$ cat src/hdl/hct_pkg.sv
// ----------------------------------------------------------------------------
// hct_pkg: shared types, constants and functions for the HSV color-type
// histogram.
// Widths, color-type codes, classification thresholds and the pixel
// classifier used by the histogram; the widths are shared with its divider.
// ----------------------------------------------------------------------------
package hct_pkg;

  // Frame size limit and derived widths.
  localparam int MaxPixelsLog2 = 20;
  localparam int CntW          = MaxPixelsLog2 + 1;
  localparam int NumTypes      = 11;
  localparam int TypeW         = 4;
  localparam int PctW          = 7;
  localparam int NumW          = CntW + PctW;
  localparam int StepW         = $clog2(PctW);
  localparam int InDataW       = 24;
  localparam int OutDataW      = 16;

  // Scale factor for percentages.
  localparam logic [PctW-1:0] PctScale = PctW'(100);

  // Color-type codes.
  localparam logic [TypeW-1:0] TypeBlack  = TypeW'(0);
  localparam logic [TypeW-1:0] TypeWhite  = TypeW'(1);
  localparam logic [TypeW-1:0] TypeGrey   = TypeW'(2);
  localparam logic [TypeW-1:0] TypeRed    = TypeW'(3);
  localparam logic [TypeW-1:0] TypeOrange = TypeW'(4);
  localparam logic [TypeW-1:0] TypeYellow = TypeW'(5);
  localparam logic [TypeW-1:0] TypeGreen  = TypeW'(6);
  localparam logic [TypeW-1:0] TypeAqua   = TypeW'(7);
  localparam logic [TypeW-1:0] TypeBlue   = TypeW'(8);
  localparam logic [TypeW-1:0] TypePurple = TypeW'(9);
  localparam logic [TypeW-1:0] TypePink   = TypeW'(10);

  // Classification thresholds.
  localparam logic [7:0] ValDark     = 8'd75;
  localparam logic [7:0] HueDark     = 8'd5;
  localparam logic [7:0] ValBright   = 8'd190;
  localparam logic [7:0] SatWhite    = 8'd27;
  localparam logic [7:0] SatGrey     = 8'd53;
  localparam logic [7:0] ValGrey     = 8'd185;
  localparam logic [7:0] HueRed      = 8'd18;
  localparam logic [7:0] HueOrange   = 8'd25;
  localparam logic [7:0] HueYellow   = 8'd34;
  localparam logic [7:0] HueGreen    = 8'd73;
  localparam logic [7:0] HueAqua     = 8'd102;
  localparam logic [7:0] HueBlue     = 8'd127;
  localparam logic [7:0] HuePurple   = 8'd149;
  localparam logic [7:0] HuePink     = 8'd175;

  // Sorts one pixel into its color type. Hues past the pink band wrap to red.
  function automatic logic [TypeW-1:0] classify(input logic [7:0] h,
                                                input logic [7:0] s,
                                                input logic [7:0] v);
    logic [TypeW-1:0] t;
    if (v < ValDark || h < HueDark)          t = TypeBlack;
    else if (v > ValBright && s < SatWhite)  t = TypeWhite;
    else if (s < SatGrey && v < ValGrey)     t = TypeGrey;
    else if (h < HueRed)                     t = TypeRed;
    else if (h < HueOrange)                  t = TypeOrange;
    else if (h < HueYellow)                  t = TypeYellow;
    else if (h < HueGreen)                   t = TypeGreen;
    else if (h < HueAqua)                    t = TypeAqua;
    else if (h < HueBlue)                    t = TypeBlue;
    else if (h < HuePurple)                  t = TypePurple;
    else if (h < HuePink)                    t = TypePink;
    else                                     t = TypeRed;
    return t;
  endfunction

  // Increment that sticks at all ones.
  function automatic logic [CntW-1:0] sat_inc(input logic [CntW-1:0] c);
    return (&c) ? c : c + CntW'(1);
  endfunction

endpackage

$ cat src/hdl/hct_div.sv
// ----------------------------------------------------------------------------
// hct_div: percentage divider.
// Restoring division of a scaled count by the pixel total, one quotient bit
// per cycle. The quotient is known to fit in PctW bits since count <= total.
// ----------------------------------------------------------------------------
module hct_div (
  input  logic                      clk_i,
  input  logic                      rst_ni,
  input  logic                      start_i,
  input  logic [hct_pkg::NumW-1:0]  num_i,
  input  logic [hct_pkg::CntW-1:0]  den_i,
  output logic                      done_o,
  output logic [hct_pkg::PctW-1:0]  quo_o
);
  import hct_pkg::*;

  logic             run_q;
  logic [StepW-1:0] step_q;
  logic [NumW-1:0]  rem_q;
  logic [NumW-1:0]  dsr_q;
  logic [PctW-1:0]  quo_q;
  logic             done_q;
  logic             fit;

  // Current trial subtraction.
  assign fit = (rem_q >= dsr_q);

  // Iteration registers: the divisor starts at its top alignment and moves
  // down one bit per step.
  always_ff @(posedge clk_i or negedge rst_ni) begin
    if (!rst_ni) begin
      run_q  <= 1'b0;
      step_q <= '0;
      done_q <= 1'b0;
    end else begin
      done_q <= 1'b0;
      if (start_i) begin
        run_q  <= 1'b1;
        step_q <= '0;
      end else if (run_q) begin
        if (step_q == StepW'(PctW - 1)) begin
          run_q  <= 1'b0;
          done_q <= 1'b1;
        end
        step_q <= step_q + StepW'(1);
      end
    end
  end

  // Datapath.
  always_ff @(posedge clk_i) begin
    if (start_i) begin
      rem_q <= num_i;
      dsr_q <= NumW'(den_i) << (PctW - 1);
      quo_q <= '0;
    end else if (run_q) begin
      if (fit) rem_q <= rem_q - dsr_q;
      dsr_q <= dsr_q >> 1;
      quo_q <= {quo_q[PctW-2:0], fit};
    end
  end

  assign done_o = done_q;
  assign quo_o  = quo_q;

endmodule

$ cat src/hdl/hsv_color_type_histogram.sv
// ----------------------------------------------------------------------------
// hsv_color_type_histogram: per-frame color-type histogram in percent.
// While counting, a pixel is taken every cycle; a pixel's count update is
// written to the count memory in the cycle after it is taken.
// Report: after the last pixel, a setup state, then eleven results, each made
// by a memory read, a divider load, 7 divider steps, done and output, the
// steps set by the bit-serial divider; a stalled output adds its wait.
// No pixel is taken during the report. Reset clears all counts at once.
// ----------------------------------------------------------------------------
module hsv_color_type_histogram (
  input  logic                          clk_i,
  input  logic                          rst_ni,
  // [7:0] hue, [15:8] saturation, [23:16] value_level
  input  logic [hct_pkg::InDataW-1:0]   s_axis_tdata,
  input  logic                          s_axis_tlast,   // last_pixel
  input  logic                          s_axis_tvalid,
  output logic                          s_axis_tready,
  // [3:0] color_type, [10:4] percent, [15:11] zero
  output logic [hct_pkg::OutDataW-1:0]  m_axis_tdata,
  output logic                          m_axis_tlast,   // last_bin
  output logic                          m_axis_tvalid,
  input  logic                          m_axis_tready
);
  import hct_pkg::*;

  typedef enum logic [2:0] {
    S_RUN, S_WAIT, S_READ, S_LOAD, S_DIV, S_OUT
  } state_e;

  state_e            state_q;
  logic [TypeW-1:0]  bin_q;
  logic [CntW-1:0]   total_q;
  logic [NumTypes-1:0] vld_q;

  // Count memory, one entry per color type.
  logic [CntW-1:0]   mem [NumTypes];
  logic [CntW-1:0]   rdata_q;
  logic [TypeW-1:0]  raddr;

  // Update pipeline.
  logic              s1_vld_q;
  logic [TypeW-1:0]  s1_type_q;
  logic              wr_vld_q;
  logic [TypeW-1:0]  wr_type_q;
  logic [CntW-1:0]   wr_data_q;
  logic [CntW-1:0]   cur_cnt;
  logic [CntW-1:0]   new_cnt;

  logic              in_acc;
  logic [TypeW-1:0]  in_type;
  logic [CntW-1:0]   rep_cnt;
  logic              div_start;
  logic              div_done;
  logic [PctW-1:0]   div_quo;
  logic [OutDataW-1:0] out_data_q;
  logic              out_last_q;
  logic              out_vld_q;

  assign s_axis_tready = (state_q == S_RUN);
  assign in_acc        = s_axis_tvalid && s_axis_tready;
  assign in_type       = classify(s_axis_tdata[7:0], s_axis_tdata[15:8],
                                  s_axis_tdata[23:16]);

  // Read address: the pixel's type while counting, the bin during a report.
  assign raddr = (state_q == S_RUN) ? in_type : bin_q;

  // Memory read and write.
  always_ff @(posedge clk_i) begin
    if (s1_vld_q) mem[s1_type_q] <= new_cnt;
    rdata_q <= mem[raddr];
  end

  // Current count: forwarded from the previous write to the same entry,
  // otherwise memory data, or zero for an entry not written this frame.
  always_comb begin
    if (wr_vld_q && wr_type_q == s1_type_q) cur_cnt = wr_data_q;
    else if (vld_q[s1_type_q])              cur_cnt = rdata_q;
    else                                    cur_cnt = '0;
    new_cnt = sat_inc(cur_cnt);
  end

  // Pipeline control.
  always_ff @(posedge clk_i or negedge rst_ni) begin
    if (!rst_ni) begin
      s1_vld_q <= 1'b0;
      wr_vld_q <= 1'b0;
    end else begin
      s1_vld_q <= in_acc;
      wr_vld_q <= s1_vld_q;
    end
  end

  // Pipeline payload.
  always_ff @(posedge clk_i) begin
    s1_type_q <= in_type;
    wr_type_q <= s1_type_q;
    wr_data_q <= new_cnt;
  end

  // Report count of the current bin.
  assign rep_cnt   = vld_q[bin_q] ? rdata_q : '0;
  assign div_start = (state_q == S_LOAD);

  hct_div u_div (
    .clk_i   (clk_i),
    .rst_ni  (rst_ni),
    .start_i (div_start),
    .num_i   (NumW'(rep_cnt) * NumW'(PctScale)),
    .den_i   (total_q),
    .done_o  (div_done),
    .quo_o   (div_quo)
  );

  // Report sequencer, valid bits, pixel total and output register.
  always_ff @(posedge clk_i or negedge rst_ni) begin
    if (!rst_ni) begin
      state_q    <= S_RUN;
      bin_q      <= '0;
      total_q    <= '0;
      vld_q      <= '0;
      out_vld_q  <= 1'b0;
      out_last_q <= 1'b0;
      out_data_q <= '0;
    end else begin
      if (s1_vld_q) vld_q[s1_type_q] <= 1'b1;
      unique case (state_q)
        S_RUN: begin
          if (in_acc) begin
            total_q <= sat_inc(total_q);
            if (s_axis_tlast) begin
              state_q <= S_WAIT;
            end
          end
        end
        S_WAIT: begin
          bin_q   <= TypeBlack;
          state_q <= S_READ;
        end
        S_READ: begin
          state_q <= S_LOAD;
        end
        S_LOAD: begin
          state_q <= S_DIV;
        end
        S_DIV: begin
          if (div_done) begin
            out_data_q <= OutDataW'({div_quo, bin_q});
            out_last_q <= (bin_q == TypePink);
            out_vld_q  <= 1'b1;
            state_q    <= S_OUT;
          end
        end
        S_OUT: begin
          if (m_axis_tready) begin
            out_vld_q <= 1'b0;
            if (bin_q == TypePink) begin
              vld_q   <= '0;
              total_q <= '0;
              state_q <= S_RUN;
            end else begin
              bin_q   <= bin_q + TypeW'(1);
              state_q <= S_READ;
            end
          end
        end
        default: state_q <= S_RUN;
      endcase
    end
  end

  assign m_axis_tdata  = out_data_q;
  assign m_axis_tlast  = out_last_q;
  assign m_axis_tvalid = out_vld_q;

  // No pixel is taken while a report result is pending.
  a_no_in_during_report: assert property (@(posedge clk_i) disable iff (!rst_ni)
    m_axis_tvalid |-> !s_axis_tready)
    else $error("pixel accepted during report");

  // The flagged result is the final color type.
  a_last_is_pink: assert property (@(posedge clk_i) disable iff (!rst_ni)
    (m_axis_tvalid && m_axis_tlast) |-> (m_axis_tdata[TypeW-1:0] == TypePink))
    else $error("last result on wrong color type");

  // A percentage never exceeds one hundred.
  a_pct_range: assert property (@(posedge clk_i) disable iff (!rst_ni)
    m_axis_tvalid |-> (m_axis_tdata[TypeW+PctW-1:TypeW] <= PctScale))
    else $error("percent out of range");

  // After the final result is taken the counters are empty again.
  a_cleared: assert property (@(posedge clk_i) disable iff (!rst_ni)
    (m_axis_tvalid && m_axis_tready && m_axis_tlast) |=> (total_q == '0 && vld_q == '0))
    else $error("counters not cleared after report");

endmodule
$ cat config.mk
export PLATFORM = sky130hd
export DESIGN_NAME = hsv_color_type_histogram
export DESIGN_NICKNAME = d
export VERILOG_FILES = /design/src/hdl/hct_pkg.sv /design/src/hdl/hct_div.sv /design/src/hdl/hsv_color_type_histogram.sv
export SDC_FILE = /design/constraint.sdc
export NUM_CORES = 1
export LEC_CHECK = 0
export BUFFER_PORTS_ARGS = -buffer_cell sky130_fd_sc_hd__buf_2
export CAP_MARGIN = 20
export CORE_MARGIN = 4
export CORE_UTILIZATION = 45
export DETAILED_ROUTE_END_ITERATION = 8
export GPL_TIMING_DRIVEN = 0
export SYNTH_ARGS = -nofsm -noshare
export SYNTH_HDL_FRONTEND = slang
export SYNTH_SLANG_ARGS = --single-unit
$ cat constraint.sdc
create_clock -name clk_i -period 7.1 [get_ports clk_i]
set_input_delay 0.355 -clock clk_i [delete_from_list [all_inputs] [get_ports clk_i]]
set_output_delay 0.355 -clock clk_i [all_outputs]
set_load 0.05 [all_outputs]
## Yosys cells after proc, flatten, opt, wreduce, memory -nomap -nowiden

Memory sizes are Yosys's and may differ from the RTL's. A register that Yosys moved wholly into a read port is not among the register bits.
Cells that the tools add are included.

- Flip-flop bits (word level): 150
- RAM bits: 231
- Input bits: 29
- Output and inout port bits: 19
- Memories kept: 1

Memories:

| memory | depth | bits a word | read ports | clocked after Yosys merged registers in | write ports | line | text |
|---|---|---|---|---|---|---|---|
| mem | 11 | 21 | 1 | 1 | 1 | hsv_color_type_histogram.sv:36 | `logic [CntW-1:0] mem [NumTypes];` |

- Add/sub/neg operators: 5
- Multiply operators: 1
- Magnitude comparators: 18
- Equality and inequality tests: 15
- Multiplexer cells: 58
- Bitwise logic cells: 1
- Reduce and logical (&&, ||, !) cells: 21

Operator list:

| cell | number |
|---|---|
| $mux 21 | 8 |
| $mux 28 | 3 |
| $mux 4 | 14 |
| $mux 27 | 2 |
| $mux 11 | 4 |
| $add 21x1->21 const B | 2 |
| $pmux 21 s2 | 1 |
| $reduce_and 21->1 | 2 |
| $lt 8x7->1 const B | 4 |
| $ge 28x27->1 | 1 |
| $sub 28x27->28 | 1 |
| $mul 21x5->26 const B | 1 |
| $lt 8x5->1 const B | 3 |
| $lt 8x8->1 const B | 3 |
| $mux 3 | 6 |
| $pmux 3 s6 | 1 |
| $lt 8x6->1 const B | 2 |
| $mux 1 | 13 |
| $or 11x11->11 | 1 |
| $lt 4x5->1 const B | 2 |
| $ne 2x2->1 const B | 5 |
| $reduce_bool 2->1 | 5 |
| $eq 3x3->1 const B | 3 |
| $bmux 1 s4 | 2 |
| 21 further kinds | 30 |

## Logic depth before layout (Yosys ltp)

Gate-level depths: netlist of the first run.

- Depth in word-level cells: 13
- Gate-level depth with buffers: 23
- Depth with buffers taken out: 21

## Cells and area by module

From an unflattened synthesis of the first run, not the netlist that was laid out.

- Cells, all modules: 1,808
- Area, all modules: 20,861.3 um2

By module, submodules not included:

| module | instances | cells each | area an instance (um2) |
|---|---|---|---|
| hsv_color_type_histogram | 1 | 1,334 | 16,395.7 |
| hct_div | 1 | 474 | 4,465.5 |

## Least setup slack after synthesis of the first run

No wires, ideal clock.

- Path type: register -> register
- From: reg bin_q[0]
- To: reg u_div.rem_q[27] (data pin)
- Arrival time: 5.002 ns
- Data required time: 6.832 ns
- Path slack: 1.830 ns
- Cell stages (with the launch flop): 22
- Buffers on the path: 2
- Clock period less this slack: 5.270 ns
- Path through: dfrtp_1 clkbuf_1 mux4_2 mux2i_1 o21ai_1 clkbuf_1 nand2_1 inv_1 ha_1 ha_1 inv_1 fa_1 inv_1 ha_1 a21o_1 a21o_1 a2111oi_0 nor3_1 a2111oi_0 o31ai_1 mux2i_1 o31ai_1

- Longest elaborated chain between the ends: 5

RTL lines:

| item | line | text |
|---|---|---|
| start: declaration | hsv_color_type_histogram.sv:31 | `logic [TypeW-1:0] bin_q;` |
| start signal: assignment | hsv_color_type_histogram.sv:136 | `bin_q <= TypeBlack;` |
| start signal: assignment | hsv_color_type_histogram.sv:161 | `bin_q <= bin_q + TypeW'(1);` |
| $bmux 1 s4 | hsv_color_type_histogram.sv:101 | `assign rep_cnt = vld_q[bin_q] ? rdata_q : '0;` |
| $mux 1 (implied by the code) | hsv_color_type_histogram.sv:101 |  |
| $mux 21 | hsv_color_type_histogram.sv:101 |  |
| $mul 21x5->26 | hsv_color_type_histogram.sv:108 | `.num_i (NumW'(rep_cnt) * NumW'(PctScale)),` |
| $mux 28 | hct_div.sv:52 | `if (start_i) begin` |
| end signal: assignment | hct_div.sv:53 | `rem_q <= num_i;` |
| end signal: assignment | hct_div.sv:57 | `if (fit) rem_q <= rem_q - dsr_q;` |
| end: declaration | hct_div.sv:19 | `logic [NumW-1:0] rem_q;` |

No other way between the ends. The select of a mux whose other input is x is not followed.
A chain may end at the register's enable or synchronous reset.

## Final worst setup path of the first run

Same ends and word-level chain as after synthesis.

==> impl_metrics.ini, run 1 <==
[outcome]
status = finished clean

[grt]
grt_max_degree = 40
top_usage_layer = met2
use_met2_pct = 33.93
gr-usage-met3_pct = 2.735
globalRouteMet1Util_pct = 27.28
grt_usage_pct = 20.32
grt_pass1_wl_um = 79390
overflow = 0
grt_pass1_vias = 14050
antenna_found_initial = 0

[routing]
vias = 14120
ant_nets = 0
drc = 0
wl_per_cell_um = 20.06
wirelength_um = 50880
viasPerCell = 5.566
first_pass_iters = 5
drt_iter0_markers = 995

[sta]
period_needed_ns = 6.224
setup_viol = 0
drv_slew = 0
worstMarginPinSlew_ns = 1.032
setup_ws_ns = 0.8760
period_share_pct = 87.66
rsz0062_at_grt = false
finalHoldViolations = 0
setup-tns-final_ns = 0
hold_slack_ns = 0.1086
slew_headroom_pct = 30.92
max_freq_mhz = 160.7
skew_ns = 0.05405

[synth]
synth_common_cells = 278 x edfxtp_1, 168 x mux2i_1, 137 x nand2_1
synth.avg_cell_area_um2 = 11.53
synth_seq_cells = 402
synth_area_um2 = 20710
post-synth-top-count-cell = edfxtp_1
synth_area_leaders = edfxtp_1 40%, mux2i_1 8.1%, dfrtp_1 7.1%
synth_cell_type_count = 88
synth_edf_count = 278
synth_flop_cell = edfxtp_1
yosysWarnings = 0
yosys.area.top_type = edfxtp_1
synthArstFlopShare_pct = 14.68
yosysSeqAreaShare_pct = 53.72
synth_top_cell_area_share_pct = 40.31
syn_inst = 1796

[critical_path]
r2r-end = u_div.rem_q[27]
reg2reg_slack_ns = 0.88
endpoint = u_div.rem_q[27]
rr_worst_depth = 21
cp_slowest_cell = a2111oi_0
worstPathMaxFanout = 10
start_kind = flop
r2r_start = bin_q[0]
crit_arrival_ns = 6.49
max_stage_delay_ns = 0.61
cp-startpoint = bin_q[0]
worst_setup_path_end_kind = flop
required_ns = 7.37
crit_chain = clkbuf_1 > mux4_2 > mux2i_1 > o21ai_1 > clkbuf_1 > nand2_1 > inv_1 > ha_1 > ha_1 > inv_1 > fa_1 > inv_1 > ha_1 > a21o_1 > a21o_1 > a2111oi_0 > nor3_1 > a2111oi_0 > o31ai_1 > mux2i_1 > o31ai_1
criticalPathCategory = reg2reg

[die]
core_um2 = 45480
die_h_um = 222.5
start_util_pct = 45.53
rows = 78
ios = 48
fp.dieW_um = 222.5
fp.dieArea_um2 = 49520

[place]
pre_cts_ws_ns = 0.9480
io_buffers = 38
gp_congestion = 0.8928
dp.final_hpwl_um = 35770

[min_path]
min_path_type = in2reg

[finish]
antenna_cells = 0
register_area_um2 = 11130
drive_gt1_share_pct = 10.69
syn_to_final_growth_pct = 12.80
multi_input_area_um2 = 8785
nNetsFinal = 2036
fillCellCount = 4037

[clock_tree]
cts_sinks = 402
h-tree-depth = 2
clkTransAtPathRegs_ns = 0.06
root_buffer = clkbuf_16
cts_buffers = 44
post_cts_buffers = 0
cts_tree = yes
clock_latency_ns = 0.59
clock_path_buffers = 3

[job]
drv_cap = 0
layout by cell type, fill, tap and decap left out, types with 17 or more instances in the layout:
master	count
nand3_1	50
nor2_1	118
a21oi_1	66
ha_1	88
dfxtp_1	65
clkbuf_16	44
o21ai_0	45
edfxtp_1	278
clkbuf_1	45
a21o_1	17
mux2i_1	168
inv_1	123
dfrtp_1	59
nand2_1	137
and3_1	36
buf_2	59
o31ai_1	19
a221o_1	22
and2_1	24
xnor2_1	44
a211oi_1	33
buf_1	17
xor2_1	38
nor3_1	33
critical path: cells and delay by family (launching register included):
family | cells | cell delay, ns
AO/OA/AOI/OAI | 7 | 2.24
adder cells (fa/ha/maj) | 4 | 1.36
buffers and inverters | 5 | 0.99
flip-flops | 1 | 0.36
multiplexers | 3 | 0.63
AND/OR/NAND/NOR | 2 | 0.32
kinds of logic after synthesis:
kind of cell    after synthesis  synth area share [%]
simple gates                500                 11.80
flops                       402                 53.72
compound gates              311                 10.64
buf+inv                     212                 4.278
mux                         184                 9.208
fa+ha+maj                   104                 6.864
xor+xnor                     82                 3.468
other cells                   1               0.01811
how the worst min path moves through the flow:
stage	cells after the start	start	endpoint	slack (ns)
after floorplan	0	rst_ni	bin_q[0]	0.06
after global routing	3	s_axis_tvalid	s1_vld_q	0.12
after CTS	3	s_axis_tvalid	s1_vld_q	0.08
final	3	s_axis_tvalid	s1_vld_q	0.11
after global placement	0	s1_type_q[1]	wr_type_q[1]	0.35
after detailed placement	0	s1_type_q[1]	wr_type_q[1]	0.33
layout make-up:
type,count,area share (%)
Sequential cell,402,47.63
Clock inverter,23,0.7874
Inverter,124,1.992
Multi-Input combinational cell,1186,37.61
Timing Repair Buffer,57,1.923
Clock buffer,57,5.051
Tap cell,600,3.214
Buffer,88,1.800
state kept, by name (all words and copies together) (netlist names), 7 cells and up:
register / count
m_axis_tdata: 11
mem: 231
rdata_q: 21
total_q: 21
u_div.dsr_q: 27
u_div.quo_o: 7
u_div.rem_q: 28
vld_q: 11
wr_data_q: 21
per-layer routing:
layer	part of all wire [%]	up-vias
met5	0	-
met4	3.5	0
li1	-	6797
met3	4.2	92
met1	44	6932
met2	48	300
metrics by stage:
step | std cells | utilization, % | cell area (µm²)
floorplan | 1800 | - | 20720
global placement | 2438 | 47.64 | 21660
detailed placement | 2455 | 48.31 | 21970
CTS | 2536 | 51.33 | 23340
global route | 2537 | 51.36 | 23360
finish | 2537 | 51.36 | 23360
timing repair:
action / 4_1_cts / 5_1_grt
endpoints found under the hold margin: 20 / 0
gates resized for setup: 0 / 0
hold buffers: 1 / 0
Power of run 1 is not shown: default switching activity piles up to over one toggle a cycle in this logic, so the estimate is an artifact.
==> run 2: changes to the inputs <==
--- a/config.mk
+++ b/config.mk
@@ -7,10 +7,13 @@
 export LEC_CHECK = 0
 export BUFFER_PORTS_ARGS = -buffer_cell sky130_fd_sc_hd__buf_2
 export CAP_MARGIN = 20
+export CELL_PAD_IN_SITES_DETAIL_PLACEMENT = 1
+export CELL_PAD_IN_SITES_GLOBAL_PLACEMENT = 1
 export CORE_MARGIN = 4
 export CORE_UTILIZATION = 45
 export DETAILED_ROUTE_END_ITERATION = 8
 export GPL_TIMING_DRIVEN = 0
+export PLACE_DENSITY_LB_ADDON = 0.1
 export SYNTH_ARGS = -nofsm -noshare
 export SYNTH_HDL_FRONTEND = slang
 export SYNTH_SLANG_ARGS = --single-unit
==> impl_metrics.ini, run 2 (same netlist as run 1, synthesis figures left out) <==
[outcome]
status = finished clean

[clock_tree]
h-tree-depth = 2
cts_buffers = 45
cts_sinks = 402
clkTransAtPathRegs_ns = 0.06
root_buffer = clkbuf_16
ctsResizeCount = 0
cts_tree = yes
clock_path_buffers = 3
clock_latency_ns = 0.60

[critical_path]
criticalPathCategory = reg2reg
worstPathMaxFanout = 10
required_ns = 7.40
worst_setup_path_end_kind = flop
crit_arrival_ns = 6.76
start_kind = flop
r2r_start = bin_q[0]
cp-startpoint = bin_q[0]
r2r-end = u_div.rem_q[27]
reg2reg_slack_ns = 0.64
rr_worst_depth = 21

[die]
die_h_um = 222.5
start_util_pct = 45.53
core_um2 = 45480
rows = 78
fp.dieW_um = 222.5
ios = 48
fp.dieArea_um2 = 49520

[min_path]
min-delay-start = s_axis_tvalid
min_path_type = in2reg
whs_endpoint = s1_vld_q
holdPathStages = 3

[routing]
drt_iter0_markers = 893
viasPerCell = 5.662
drc = 0
wl_per_cell_um = 22.20
first_pass_iters = 4
wirelength_um = 56470
vias = 14400
ant_nets = 0

[finish]
largest_register_ffs = 231
regMostFlops = mem
multi_input_area_um2 = 8780
final_common_cell = edfxtp_1
syn_to_final_growth_pct = 13.72
fillCellCount = 4789
final_cell_mix = 278 x edfxtp_1, 168 x mux2i_1, 137 x nand2_1, 123 x inv_1, 118 x nor2_1
antenna_cells = 0
nNetsFinal = 2040
reg_top3 = mem x231, u_div.rem_q x28, u_div.dsr_q x27
register_area_um2 = 11130
drive_gt1_share_pct = 11.16

[sta]
max_freq_mhz = 154.8
drv_slew = 0
period_needed_ns = 6.461
setup_viol = 0
period_share_pct = 91.00
skew_ns = 0.02866
setup-tns-final_ns = 0
rsz0062_at_grt = false
finalHoldViolations = 0
slew_headroom_pct = 24.82
worstMarginPinSlew_ns = 1.128

[place]
gp_congestion = 0.8694
dp.final_hpwl_um = 40550
io_buffers = 38

[grt]
overflow = 0
grt_pass1_wl_um = 88490
grt_usage_pct = 22.75
grt_max_degree = 39
grt_pass1_vias = 15370
antenna_found_initial = 0

[job]
drv_cap = 0
-- run 2: worst max-delay path, stage by stage, from the launching register on --
cell and delay (ns):
dfrtp_1 0.36, clkbuf_1 0.39, mux4_2 0.32, mux2i_1 0.07, o21ai_1 0.61, clkbuf_1 0.41, nand2_1 0.26, inv_1 0.14
ha_1 0.24, ha_1 0.28, inv_1 0.05, fa_1 0.50, inv_1 0.05, ha_1 0.36, a21o_1 0.21, a21o_1 0.19
a2111oi_0 0.45, nor3_1 0.14, a2111oi_0 0.60, o31ai_1 0.20, mux2i_1 0.23, o31ai_1 0.11
-- run 2: worst max-delay path by stage --
| stage | end | slack [ns] | cells after the start |
|---|---|---|---|
| 2_1_floorplan | u_div.rem_q[27] | 1.83 | 21 |
| 3_3_place_gp | u_div.rem_q[27] | 0.71 | 21 |
| 3_5_place_dp | u_div.rem_q[27] | 0.63 | 21 |
| 4_1_cts | u_div.rem_q[27] | 0.57 | 21 |
| 5_1_grt | u_div.rem_q[27] | 0.05 | 21 |
| 6_report | u_div.rem_q[27] | 0.64 | 21 |
-- run 2: routing by layer --
layer | up-vias | track usage (%) | share of wire [%]
met5 | - | 0 | 0
met4 | 0 | 6.980 | 2.9
met3 | 87 | 2.946 | 3.1
met2 | 219 | 40.89 | 51
met1 | 7301 | 28.69 | 43
li1 | 6797 | - | -
-- run 2: cell type report --
| class | count | area share (%) |
|---|---|---|
| Buffer | 88 | 1.785 |
| Clock buffer | 62 | 5.398 |
| Clock inverter | 22 | 0.9935 |
| Inverter | 124 | 1.976 |
| Multi-Input combinational cell | 1186 | 37.28 |
| Sequential cell | 402 | 47.24 |
| Tap cell | 600 | 3.188 |
| Timing Repair Buffer | 60 | 2.136 |
-- run 2: what timing repair did --
item,4_1_cts,5_1_grt
hold buffers,1,0
endpoints found under the hold margin,21,0
setup buffers,0,0
-- run 2: per-stage QoR --
stage / utilization, % / cells / setup WS, ns / area [µm²] / hold WS, ns
after global routing: 51.78 / 2544 / 0.05381 / 23550 / 0.1007
after CTS: 51.72 / 2541 / 0.5656 / 23520 / 0.09226
final: 51.78 / 2544 / 0.6391 / 23550 / 0.1193
after detailed placement: 48.39 / 2456 / 0.6279 / 22000 / 0.3328
after floorplan: - / 1800 / 1.830 / 20720 / 0.05941
after global placement: 47.64 / 2438 / 0.7069 / 21660 / 0.3350
Power of run 2 is left out for the same reason.
==> run 3: changes to the inputs <==
--- a/config.mk
+++ b/config.mk
@@ -10,7 +10,7 @@
 export CELL_PAD_IN_SITES_DETAIL_PLACEMENT = 1
 export CELL_PAD_IN_SITES_GLOBAL_PLACEMENT = 1
 export CORE_MARGIN = 4
-export CORE_UTILIZATION = 45
+export CORE_UTILIZATION = 52
 export DETAILED_ROUTE_END_ITERATION = 8
 export GPL_TIMING_DRIVEN = 0
 export PLACE_DENSITY_LB_ADDON = 0.1
==> impl_metrics.ini, run 3 (same netlist as run 1, synthesis figures left out) <==
[sta]
period_share_pct = 92.27
skew_ns = 0.04390
setup-tns-final_ns = 0
period_needed_ns = 6.551
worstMarginPinSlew_ns = 1.080
max_freq_mhz = 152.6
drv_slew = 0
hold_slack_ns = 0.09444
setup_viol = 0
finalHoldViolations = 0
rsz0062_at_grt = false
slew_headroom_pct = 28.03

[critical_path]
criticalPathCategory = reg2reg
max_stage_delay_ns = 0.73
worst_setup_path_end_kind = flop
cp_slowest_cell = a2111oi_0
required_ns = 7.39
worstPathMaxFanout = 10
crit_buf_inv = 5
start_kind = flop
crit_chain = clkbuf_1 > mux4_2 > mux2i_1 > o21ai_1 > clkbuf_1 > nand2_1 > inv_1 > ha_1 > ha_1 > inv_1 > fa_1 > inv_1 > ha_1 > a21o_1 > a21o_1 > a2111oi_0 > nor3_1 > a2111oi_0 > o31ai_1 > mux2i_1 > o31ai_1
crit_arrival_ns = 6.84
cp_top_family = compound AO/OA/AOI/OAI gates
r2r_start = bin_q[0]
cp-startpoint = bin_q[0]

[grt]
overflow = 0
gr-usage-met3_pct = 3.143
globalRouteMet1Util_pct = 33.26
use_met2_pct = 48.42
top_usage_layer = met2
grt_pass1_wl_um = 91390
antenna_found_initial = 0
grt_max_degree = 34
grt_pass1_vias = 15860
grt_usage_pct = 26.77

[clock_tree]
cts_tree = yes
ctsHoldBuffers = 1
post_cts_buffers = 0
clock_path_buffers = 3
clock_latency_ns = 0.60
root_buffer = clkbuf_16
h-tree-depth = 2
clkTransAtPathRegs_ns = 0.06
cts_buffers = 44
cts_sinks = 402
ctsResizeCount = 0

[routing]
wl_per_cell_um = 23.73
vias = 14650
ant_nets = 0
drt_iter0_markers = 998
viasPerCell = 5.966
first_pass_iters = 5
wirelength_um = 58280
drc = 0

[finish]
regMostFlops = mem
drive_gt1_share_pct = 10.89
largest_register_ffs = 231
antenna_cells = 0
nNetsFinal = 2035
final_common_cell = edfxtp_1
reg_top3 = mem x231, u_div.rem_q x28, u_div.dsr_q x27
final_cell_mix = 278 x edfxtp_1, 168 x mux2i_1, 137 x nand2_1, 123 x inv_1, 118 x nor2_1
syn_to_final_growth_pct = 12.72
final_cell_area_um2 = 23340

[die]
fp.dieArea_um2 = 43080
core_um2 = 39010
ios = 48
fp.dieW_um = 207.6
rows = 72
start_util_pct = 53.09
die_h_um = 207.6

[min_path]
min-delay-start = s_axis_tvalid
min_path_type = in2reg

[place]
io_buffers = 38
dp.final_hpwl_um = 40590
post_dp_cell_area_um2 = 21830
gp_congestion = 0.8629

[outcome]
status = finished clean

[job]
drv_cap = 0
[run 3: cell count changes in the layout (fill, tap and decap cells not counted), moves of 2 or more]
cell and delta:
clkbuf_1 -4, clkbuf_8 -4, clkinv_1 +4, clkinv_2 +3, buf_16 -2, bufinv_16 +2
clkinvlp_4 -2
[run 3: final cells by class]
| type | instances | area (µm²) |
|---|---|---|
| multi-input cells | 1186 | 8780 |
| plain buffers | 88 | 420.4 |
| clock inverters | 29 | 311.5 |
| inverters | 124 | 465.4 |
| well taps | 518 | 648.1 |
| clock buffers | 53 | 1176 |
| fillers | 4070 | 15660 |
| repair buffers | 56 | 416.7 |
| flip-flops and latches | 402 | 11130 |
[run 3: worst paths after layout]
path | to | slack [ns] | depth (start not counted)
worst max register to register | u_div.rem_q[27] | 0.55 | 21
worst max-delay path | u_div.rem_q[27] | 0.55 | 21
min in group asynchronous | vld_q[1] | 0.40 | 2
worst min-delay path | s1_vld_q | 0.09 | 3
max in group asynchronous | wr_vld_q | 6.07 | 3
worst min register to register | wr_type_q[1] | 0.36 | 0
[run 3: layer usage]
metal / wire length (µm) / vias to the layer above
met2: 30150 / 293
li1: - / 6781
met5: 0 / -
met3: 1978 / 112
met4: 2064 / 0
met1: 24080 / 7467
[run 3: worst register-to-register path, stage by stage, from the launching register on]
cell       delay (ns)
dfrtp_1          0.35
clkbuf_1         0.39
mux4_2           0.32
mux2i_1          0.07
o21ai_1          0.57
clkbuf_1         0.41
nand2_1          0.25
inv_1            0.16
ha_1             0.25
ha_1             0.28
inv_1            0.05
fa_1             0.52
inv_1            0.05
ha_1             0.36
a21o_1           0.21
a21o_1           0.18
a2111oi_0        0.41
nor3_1           0.13
a2111oi_0        0.73
o31ai_1          0.23
mux2i_1          0.24
o31ai_1          0.11
[run 3: per-stage QoR]
| stage | setup slack, ns | instances | utilization [%] |
|---|---|---|---|
| final | 0.5486 | 2456 | 59.84 |
| after floorplan | 1.830 | 1800 | - |
| after global routing | 0.03606 | 2456 | 59.84 |
| after global placement | 0.8204 | 2356 | 55.28 |
| after detailed placement | 0.5727 | 2371 | 55.97 |
| after CTS | 0.4389 | 2454 | 59.81 |
Power of run 3 is left out for the same reason.
